===== config.mk =====
export PLATFORM = sky130hd
export DESIGN_NAME = tri_patch_mesh_index_generator
export DESIGN_NICKNAME = d
export VERILOG_FILES = /design/src/rtl/core/tpmig_pkg.sv /design/src/rtl/core/tpmig_decode.sv /design/src/rtl/core/tpmig_offset.sv /design/src/rtl/core/tpmig_emit.sv /design/src/rtl/core/tri_patch_mesh_index_generator.sv
export SDC_FILE = /design/constraint.sdc
export NUM_CORES = 1
export LEC_CHECK = 0
export BUFFER_PORTS_ARGS = -buffer_cell sky130_fd_sc_hd__buf_2
export CAP_MARGIN = 20
export CORE_MARGIN = 2
export CORE_UTILIZATION = 50
export DETAILED_ROUTE_END_ITERATION = 8
export GPL_ROUTABILITY_DRIVEN = 0
export PLACE_DENSITY = 0.74
export SKIP_CTS_REPAIR_TIMING = 1
export SLEW_MARGIN = 30
export SYNTH_ARGS = -nofsm -noshare
export SYNTH_HDL_FRONTEND = slang
export SYNTH_SLANG_ARGS = --single-unit

===== constraint.sdc =====
create_clock -name clk -period 6.7 [get_ports clk]
set_clock_uncertainty 0.1 [all_clocks]
set_input_delay 1.34 -clock clk [delete_from_list [all_inputs] [get_ports clk]]
set_output_delay 1.34 -clock clk [all_outputs]
set_load 0.01 [all_outputs]

===== src/rtl/core/tpmig_pkg.sv =====
// Shared types, constants and helpers for the triangular patch index generator.
// Used by every module under rtl/core; depends on nothing.
`default_nettype none

package tpmig_pkg;

	localparam int MAX_SUBDIVISIONS = 64;
	localparam int MAX_PATCHES      = 65536;

	localparam int S_W     = 7;   // subdivisions register
	localparam int PC_W    = 17;  // patch_count register
	localparam int PATCH_W = 16;
	localparam int POS_W   = 6;   // col / row
	localparam int MODE_W  = 2;
	localparam int IDX_W   = 28;
	localparam int CB_W    = 12;  // vertex offset inside one patch
	localparam int CFG_W   = 17;

	// pass selector codes
	localparam logic [MODE_W-1:0] MODE_PREV_COL = 2'd0;
	localparam logic [MODE_W-1:0] MODE_ALONG    = 2'd1;
	localparam logic [MODE_W-1:0] MODE_DIAG     = 2'd2;
	localparam logic [MODE_W-1:0] MODE_TRI      = 2'd3;

	// register indexes
	localparam logic REG_SUBDIV      = 1'b0;
	localparam logic REG_PATCH_COUNT = 1'b1;

	typedef struct packed {
		logic [PATCH_W-1:0] patch;
		logic [POS_W-1:0]   col;
		logic [POS_W-1:0]   row;
		logic [MODE_W-1:0]  mode;
	} cell_t;

	typedef struct packed {
		logic [IDX_W-1:0] index_a;
		logic [IDX_W-1:0] index_b;
		logic [IDX_W-1:0] index_c;
		logic             is_triangle;
		logic             last;
	} prim_t;

	// after decode: column bases and routing
	typedef struct packed {
		logic [PATCH_W-1:0] patch;
		logic [CB_W-1:0]    per_patch;
		logic [POS_W-1:0]   row;
		logic [MODE_W-1:0]  mode;
		logic               up_first;
		logic               two;
		logic [CB_W-1:0]    cb_m;   // column ix-1
		logic [CB_W-1:0]    cb_0;   // column ix
		logic [CB_W-1:0]    cb_p;   // column ix+1
	} dec_t;

	// after patch base multiply: base plus in-patch offsets
	typedef struct packed {
		logic [IDX_W-1:0] base;
		logic [CB_W-1:0]  off_a;
		logic [CB_W-1:0]  off_b1;
		logic [CB_W-1:0]  off_c1;
		logic [CB_W-1:0]  off_b2;
		logic [CB_W-1:0]  off_c2;
		logic             is_tri;
		logic             two;
	} ofs_t;

	// first vertex of column ix: ix*(2s+1-ix)/2
	function automatic logic [CB_W-1:0] col_base(input logic [S_W-1:0] s,
		input logic [S_W-1:0] ix);
		logic [S_W:0]     span;
		logic [2*S_W:0]   prod;
		span = {s, 1'b0} + (S_W+1)'(1) - {1'b0, ix};
		prod = (2*S_W+1)'(ix) * (2*S_W+1)'(span);
		return prod[CB_W:1];
	endfunction

endpackage

`default_nettype wire


===== src/rtl/core/tpmig_decode.sv =====
// Stage 1: range checks, result count and column bases for one cell.
// Depends on tpmig_pkg.
`default_nettype none

module tpmig_decode (
	input  wire logic                      clk,
	input  wire logic                      arst_n,
	input  wire logic [tpmig_pkg::S_W-1:0] s_eff,
	input  wire logic [tpmig_pkg::PC_W-1:0] pc_eff,
	input  wire logic                      up_valid,
	output logic                           up_ready,
	input  wire tpmig_pkg::cell_t          up_data,
	output logic                           dn_valid,
	input  wire logic                      dn_ready,
	output tpmig_pkg::dec_t                dn_data
);
	import tpmig_pkg::*;

	logic           v_s1;
	dec_t           d_s1;
	dec_t           d_next;
	logic [S_W-1:0] ix, iy, room, ix_inc, iy_inc;
	logic [S_W-2:0] half;
	logic           in_cell, next_ok, has_left, up, down, keep;

	always_comb begin
		ix      = {1'b0, up_data.col};
		iy      = {1'b0, up_data.row};
		ix_inc  = ix + S_W'(1);
		iy_inc  = iy + S_W'(1);
		room    = s_eff - ix;
		in_cell = ({1'b0, up_data.patch} < pc_eff) && (ix < s_eff) && (iy < room);
		next_ok = iy_inc < room;
		has_left = up_data.col != '0;
		up      = (ix_inc < s_eff) && next_ok;
		down    = has_left && (up_data.row != '0);
		case (up_data.mode)
			MODE_PREV_COL: keep = has_left;
			MODE_ALONG:    keep = next_ok;
			MODE_DIAG:     keep = has_left;
			MODE_TRI:      keep = up || down;
			default:       keep = 1'b0;
		endcase
		keep = keep && in_cell;

		half               = (S_W-1)'((s_eff + S_W'(1)) >> 1);
		d_next.patch       = up_data.patch;
		d_next.per_patch   = CB_W'(s_eff) * CB_W'(half);
		d_next.row         = up_data.row;
		d_next.mode        = up_data.mode;
		d_next.up_first    = up;
		d_next.two         = (up_data.mode == MODE_TRI) && up && down;
		d_next.cb_m        = col_base(s_eff, ix - S_W'(1));
		d_next.cb_0        = col_base(s_eff, ix);
		d_next.cb_p        = col_base(s_eff, ix_inc);
	end

	assign up_ready = !v_s1 || dn_ready;

	always_ff @(posedge clk or negedge arst_n) begin
		if (!arst_n) begin
			v_s1 <= 1'b0;
		end else if (up_ready) begin
			v_s1 <= up_valid && keep;  // cells with no result drop here
		end
	end

	always_ff @(posedge clk) begin
		if (up_ready && up_valid) begin
			d_s1 <= d_next;
		end
	end

	assign dn_valid = v_s1;
	assign dn_data  = d_s1;

endmodule

`default_nettype wire


===== src/rtl/core/tpmig_offset.sv =====
// Stage 2: patch base multiply and neighbour offsets within the patch.
// Depends on tpmig_pkg.
`default_nettype none

module tpmig_offset (
	input  wire logic            clk,
	input  wire logic            arst_n,
	input  wire logic            up_valid,
	output logic                 up_ready,
	input  wire tpmig_pkg::dec_t up_data,
	output logic                 dn_valid,
	input  wire logic            dn_ready,
	output tpmig_pkg::ofs_t      dn_data
);
	import tpmig_pkg::*;

	logic            v_s2;
	ofs_t            o_s2;
	ofs_t            o_next;
	logic [CB_W-1:0] row, row_inc, row_dec;

	always_comb begin
		row     = CB_W'(up_data.row);
		row_inc = row + CB_W'(1);
		row_dec = row - CB_W'(1);

		o_next.base   = IDX_W'(up_data.patch) * IDX_W'(up_data.per_patch);
		o_next.off_a  = up_data.cb_0 + row;
		o_next.off_c1 = '0;
		// second beat of a pair is always the downward triangle
		o_next.off_b2 = up_data.cb_0 + row_dec;
		o_next.off_c2 = up_data.cb_m + row;
		o_next.is_tri = up_data.mode == MODE_TRI;
		o_next.two    = up_data.two;
		case (up_data.mode)
			MODE_PREV_COL: o_next.off_b1 = up_data.cb_m + row;
			MODE_ALONG:    o_next.off_b1 = up_data.cb_0 + row_inc;
			MODE_DIAG:     o_next.off_b1 = up_data.cb_m + row_inc;
			MODE_TRI: begin
				if (up_data.up_first) begin
					o_next.off_b1 = up_data.cb_0 + row_inc;
					o_next.off_c1 = up_data.cb_p + row;
				end else begin
					o_next.off_b1 = up_data.cb_0 + row_dec;
					o_next.off_c1 = up_data.cb_m + row;
				end
			end
			default:       o_next.off_b1 = '0;
		endcase
	end

	assign up_ready = !v_s2 || dn_ready;

	always_ff @(posedge clk or negedge arst_n) begin
		if (!arst_n) begin
			v_s2 <= 1'b0;
		end else if (up_ready) begin
			v_s2 <= up_valid;
		end
	end

	always_ff @(posedge clk) begin
		if (up_ready && up_valid) begin
			o_s2 <= o_next;
		end
	end

	assign dn_valid = v_s2;
	assign dn_data  = o_s2;

endmodule

`default_nettype wire


===== src/rtl/core/tpmig_emit.sv =====
// Stage 3: final index adds and the output register, one beat per result.
// Depends on tpmig_pkg.
`default_nettype none

module tpmig_emit (
	input  wire logic            clk,
	input  wire logic            arst_n,
	input  wire logic            up_valid,
	output logic                 up_ready,
	input  wire tpmig_pkg::ofs_t up_data,
	output logic                 prim_valid,
	input  wire logic            prim_ready,
	output tpmig_pkg::prim_t     prim
);
	import tpmig_pkg::*;

	logic             v_s3;
	logic             phase_q;
	logic [IDX_W-1:0] a_s3, b1_s3, c1_s3, b2_s3, c2_s3;
	logic             tri_s3, two_s3;
	logic             done;

	// a pair holds the stage for two beats
	assign done     = v_s3 && prim_ready && (!two_s3 || phase_q);
	assign up_ready = !v_s3 || done;

	always_ff @(posedge clk or negedge arst_n) begin
		if (!arst_n) begin
			v_s3    <= 1'b0;
			phase_q <= 1'b0;
		end else begin
			if (up_ready) begin
				v_s3    <= up_valid;
				phase_q <= 1'b0;
			end else if (prim_ready) begin
				phase_q <= 1'b1;
			end
		end
	end

	always_ff @(posedge clk) begin
		if (up_ready && up_valid) begin
			a_s3   <= up_data.base + IDX_W'(up_data.off_a);
			b1_s3  <= up_data.base + IDX_W'(up_data.off_b1);
			c1_s3  <= up_data.is_tri ? up_data.base + IDX_W'(up_data.off_c1) : '0;
			b2_s3  <= up_data.base + IDX_W'(up_data.off_b2);
			c2_s3  <= up_data.base + IDX_W'(up_data.off_c2);
			tri_s3 <= up_data.is_tri;
			two_s3 <= up_data.two;
		end
	end

	assign prim_valid       = v_s3;
	assign prim.index_a     = a_s3;
	assign prim.index_b     = phase_q ? b2_s3 : b1_s3;
	assign prim.index_c     = phase_q ? c2_s3 : c1_s3;
	assign prim.is_triangle = tri_s3;
	assign prim.last        = !two_s3 || phase_q;

endmodule

`default_nettype wire


===== src/rtl/core/tri_patch_mesh_index_generator.sv =====
// Path: cell beat -> decode, offset, emit registers -> first result beat.
// Throughput: one cell per cycle while prim_ready stays high; a cell giving two
// triangles takes two output beats, so the output port's one beat per cycle sets
// the rate for such cells. Cells with no result are dropped in the decode stage.
// Reset (arst_n low, async) empties the pipe and sets subdivisions 17, patch count 1.
`default_nettype none

module tri_patch_mesh_index_generator (
	input  wire logic                        clk,
	input  wire logic                        arst_n,
	input  wire logic                        cfg_we,
	input  wire logic                        cfg_addr,
	input  wire logic [tpmig_pkg::CFG_W-1:0] cfg_wdata,
	input  wire logic                        cell_valid,
	output logic                             cell_ready,
	input  wire tpmig_pkg::cell_t            patch_cell,
	output logic                             prim_valid,
	input  wire logic                        prim_ready,
	output tpmig_pkg::prim_t                 prim
);
	import tpmig_pkg::*;

	logic [S_W-1:0]  subdiv_q;
	logic [PC_W-1:0] patch_count_q;
	logic [S_W-1:0]  s_eff;
	logic [PC_W-1:0] pc_eff;

	logic            dec_valid, dec_ready, ofs_valid, ofs_ready;
	dec_t            dec_data;
	ofs_t            ofs_data;

	always_ff @(posedge clk or negedge arst_n) begin
		if (!arst_n) begin
			subdiv_q      <= S_W'(17);
			patch_count_q <= PC_W'(1);
		end else if (cfg_we) begin
			case (cfg_addr)
				REG_SUBDIV:      subdiv_q      <= cfg_wdata[S_W-1:0];
				REG_PATCH_COUNT: patch_count_q <= cfg_wdata[PC_W-1:0];
				default: ;
			endcase
		end
	end

	assign s_eff  = (subdiv_q > S_W'(MAX_SUBDIVISIONS)) ? S_W'(MAX_SUBDIVISIONS) : subdiv_q;
	assign pc_eff = (patch_count_q > PC_W'(MAX_PATCHES)) ? PC_W'(MAX_PATCHES)
		: patch_count_q;

	tpmig_decode u_decode (
		.clk      (clk),
		.arst_n   (arst_n),
		.s_eff    (s_eff),
		.pc_eff   (pc_eff),
		.up_valid (cell_valid),
		.up_ready (cell_ready),
		.up_data  (patch_cell),
		.dn_valid (dec_valid),
		.dn_ready (dec_ready),
		.dn_data  (dec_data)
	);

	tpmig_offset u_offset (
		.clk      (clk),
		.arst_n   (arst_n),
		.up_valid (dec_valid),
		.up_ready (dec_ready),
		.up_data  (dec_data),
		.dn_valid (ofs_valid),
		.dn_ready (ofs_ready),
		.dn_data  (ofs_data)
	);

	tpmig_emit u_emit (
		.clk        (clk),
		.arst_n     (arst_n),
		.up_valid   (ofs_valid),
		.up_ready   (ofs_ready),
		.up_data    (ofs_data),
		.prim_valid (prim_valid),
		.prim_ready (prim_ready),
		.prim       (prim)
	);

	// only the upward triangle of a pair may be non-last
	a_pair_first_tri: assert property (@(posedge clk) disable iff (!arst_n)
		prim_valid && !prim.last |-> prim.is_triangle)
		else $error("non-last beat is not a triangle");

	a_line_shape: assert property (@(posedge clk) disable iff (!arst_n)
		prim_valid && !prim.is_triangle |-> prim.index_c == '0 && prim.last)
		else $error("line beat with third index or without last");

	a_pair_second: assert property (@(posedge clk) disable iff (!arst_n)
		prim_valid && prim_ready && !prim.last |=>
			prim_valid && prim.is_triangle && prim.last)
		else $error("second triangle of a pair missing");

endmodule

`default_nettype wire


==> reports/metrics.json <==
{
  "yosys": {
    "synth_top_area_share_pct": 29.4,
    "synth_seq_cells": 334,
    "synth_edf_count": 306,
    "synth_cell_type_count": 88,
    "ys_top_cells_by_area": "sky130_fd_sc_hd__edfxtp_1, sky130_fd_sc_hd__fa_1, sky130_fd_sc_hd__ha_1",
    "synth-async-reset-ratio_pct": 8.38,
    "post_synth_instance_area_mm2": 0.0312,
    "synth_ff_type": "sky130_fd_sc_hd__edfxtp_1",
    "post-synth-top-area-cell": "sky130_fd_sc_hd__edfxtp_1",
    "synth.net_count": 3654,
    "syn-instance-count": 3015,
    "post_synth.cell_area_avg_um2": 10.4,
    "yosys_warnings": 0,
    "synth-seq-area-share_pct": 31.7
  },
  "placement": {
    "numPortBuffers": 140,
    "place.detailed.hpwl_mm": 55.6,
    "post-place-cells": 4035,
    "postPlaceCellArea_mm2": 0.0338
  },
  "final_layout": {
    "antenna_diode_count": 0,
    "post-route-cell-area_mm2": 0.0351,
    "post_route_cells_drive_above_1_share_pct": 15.0,
    "syn_to_final_growth_pct": 12.4,
    "regArea_mm2": 0.00989,
    "layout_common_cells": "sky130_fd_sc_hd__inv_1, sky130_fd_sc_hd__ha_1, sky130_fd_sc_hd__edfxtp_1, sky130_fd_sc_hd__fa_1, sky130_fd_sc_hd__nand2_1",
    "final-instance-count-excl-fill": 4106,
    "multi_input_combinational_cell_area_mm2": 0.0197,
    "layout.nets": 3879,
    "n_fill_cell": 5261,
    "post-route-util_pct": 56.9,
    "mostFrequentLayoutCell": "sky130_fd_sc_hd__inv_1"
  },
  "min_path": {
    "hold_path.startpoint": "u_decode.dn_data[36]$_DFFE_PP_",
    "worstHoldPathType": "flop to flop"
  },
  "timing": {
    "timing_max_transition_violations_final": 0,
    "worst_pin_slew_ps": 1010,
    "finalCriticalPeriod_ps": 6430,
    "finalHoldViolations": 0,
    "finalSetupViolCount": 0,
    "maxSlewHeadroom_pct": 32.9,
    "hold-worst-slack_ps": 326,
    "clock.fmax_mhz": 156,
    "crit_share_post_route_pct": 96.0,
    "grt_setup_unrepaired": "no"
  },
  "clocking": {
    "ctsHtreeMaxLevel": 2,
    "cts-root-buf": "sky130_fd_sc_hd__clkbuf_16",
    "clock_path_buffers": 3,
    "clkLatencyLatePin_ps": 580,
    "clk_pin_slew_worst_paths_ps": 60,
    "clock_sink_count": 334,
    "cts_made_buffers": 38,
    "clock_tree_from_tritoncts": "done"
  },
  "global_routing": {
    "grt_use_total_pct": 21.9,
    "grt_start_max_net_pins": 86,
    "grt_util_met2_pct": 35.9,
    "grt_remaining_overflow": 0,
    "gr-max-usage-layer": "met2",
    "first_global_vias": 21592,
    "gr-usage-met3_pct": 3.19,
    "grt_util_met1_pct": 29.9,
    "antenna_found_initial": 0,
    "grt_pass1_wl_mm": 112
  },
  "critical_path": {
    "crit_fanout": 3,
    "cpMaxStageDelayCell": "sky130_fd_sc_hd__or4b_1",
    "ff2ff_setup_slack_ps": 460,
    "timing.critical_path.to_type": "flop",
    "crit-reg2reg-capture": "u_offset.dn_data[89]$_DFFE_PP_",
    "critical_path.startpoint_type": "primary input",
    "critical_path_cell_count": 27,
    "r2r-start": "u_decode.dn_data[63]$_DFFE_PP_",
    "critical_path_capture_point": "u_decode.dn_data[35]$_DFFE_PP_",
    "arrival_ps": 6630,
    "worst_ep_required_time_ps": 6900,
    "worstPathBufferInverterCount": 8,
    "critPathTopFamily": "adder cells",
    "critical_path.startpoint": "patch_cell[8]",
    "critical_path.most_common_cell": "sky130_fd_sc_hd__fa_1",
    "critPathMaxStageDelay_ps": 540,
    "critPathKind": "primary input to flop",
    "ff2ff_path_depth": 17
  },
  "drt": {
    "via_count": 21706,
    "antenna_left": 0,
    "drtPass1Iterations": 5,
    "detailedRoute.firstIterationViolations": 1148,
    "drc_errors": 0,
    "drt-total-wl_mm": 69.5,
    "avgRoutedWirePerCell_um": 16.9,
    "post_drt_via_cell_ratio": 5.29
  },
  "floorplanning": {
    "start_util_pct": 50.6,
    "num_rows": 91,
    "die_width_um": 254,
    "floorplan.die.height_um": 254,
    "fp.dieArea_mm2": 0.0645,
    "core_region_area_mm2": 0.0617,
    "io-pin-count": 141
  },
  "flow_run": {
    "max_cap_violations": 0
  },
  "status": {
    "status": "finished, final reports clean"
  }
}
[metal layers]
metal | share of wire [%] | wire, µm
met5 | 0 | 0
met4 | 2.9 | 2000
met3 | 5.7 | 3990
met2 | 47 | 32500
met1 | 45 | 31000
[logic make-up after synthesis]
logic type               count (synthesis)  share of synthesized area (%)
XOR/XNOR                               285                           8.06
adder cells (fa/ha/maj)                591                           29.8
buffers and inverters                  490                           5.96
AO/OA/AOI/OAI                          417                           9.21
multiplexers                            87                           3.14
flip-flops                             334                           31.7
AND/OR/NAND/NOR                        811                           12.2
[state kept, by name (all words and copies together) (netlist names), 7 cells and up]
| register | count |
|---|---|
| patch_count_q | 17 |
| u_emit.b1_s3 | 28 |
| u_emit.c1_s3 | 28 |
| u_offset.dn_data | 90 |
| u_emit.c2_s3 | 28 |
| u_emit.a_s3 | 28 |
| u_emit.b2_s3 | 28 |
| subdiv_q | 7 |
| u_decode.dn_data | 74 |
[worst min-delay path by stage]
stage	to	slack [ps]	cells past startpoint
floorplan	u_emit.two_s3$_DFFE_PP_	300	0
global placement	u_offset.dn_data[0]$_DFFE_PP_	320	0
detailed placement	u_offset.dn_data[0]$_DFFE_PP_	320	0
CTS	u_offset.dn_data[0]$_DFFE_PP_	330	0
global route	u_offset.dn_data[0]$_DFFE_PP_	340	0
finish	u_offset.dn_data[0]$_DFFE_PP_	330	0
[cell type report]
cell class	count	area share, %
Multi-Input combinational cell	2191	56.0
Sequential cell	334	28.2
Timing Repair Buffer	272	4.92
Inverter	403	4.33
Tap cell	837	2.98
Clock buffer	43	2.76
Clock inverter	26	0.784
[cell usage after synthesis (all sizes together) (23+ instances only)]
library cell and n:
inv 398, ha 331, edfxtp 306, fa 255
nand2 252, nor2 236, xnor2 171, a21oi 128
and2 113, xor2 113, mux2 78, o21ai 72
clkbuf 68, a21o 49, nand2b 44, nand3 38
o21bai 35, nor2b 30, dfrtp 25, o21a 23
[stage by stage]
| step | TNS (ps) | worst slack [ps] |
|---|---|---|
| after CTS | 0 | 220 |
| after global routing | 0 | 30.4 |
| after global placement | -700 | -270 |
| after detailed placement | -1280 | -366 |
| after floorplan | -372 | -273 |
| final | 0 | 270 |
Power is left out: the tool's default activity adds up to more than one toggle a clock period on the data nets, which glitch-free logic cannot reach.
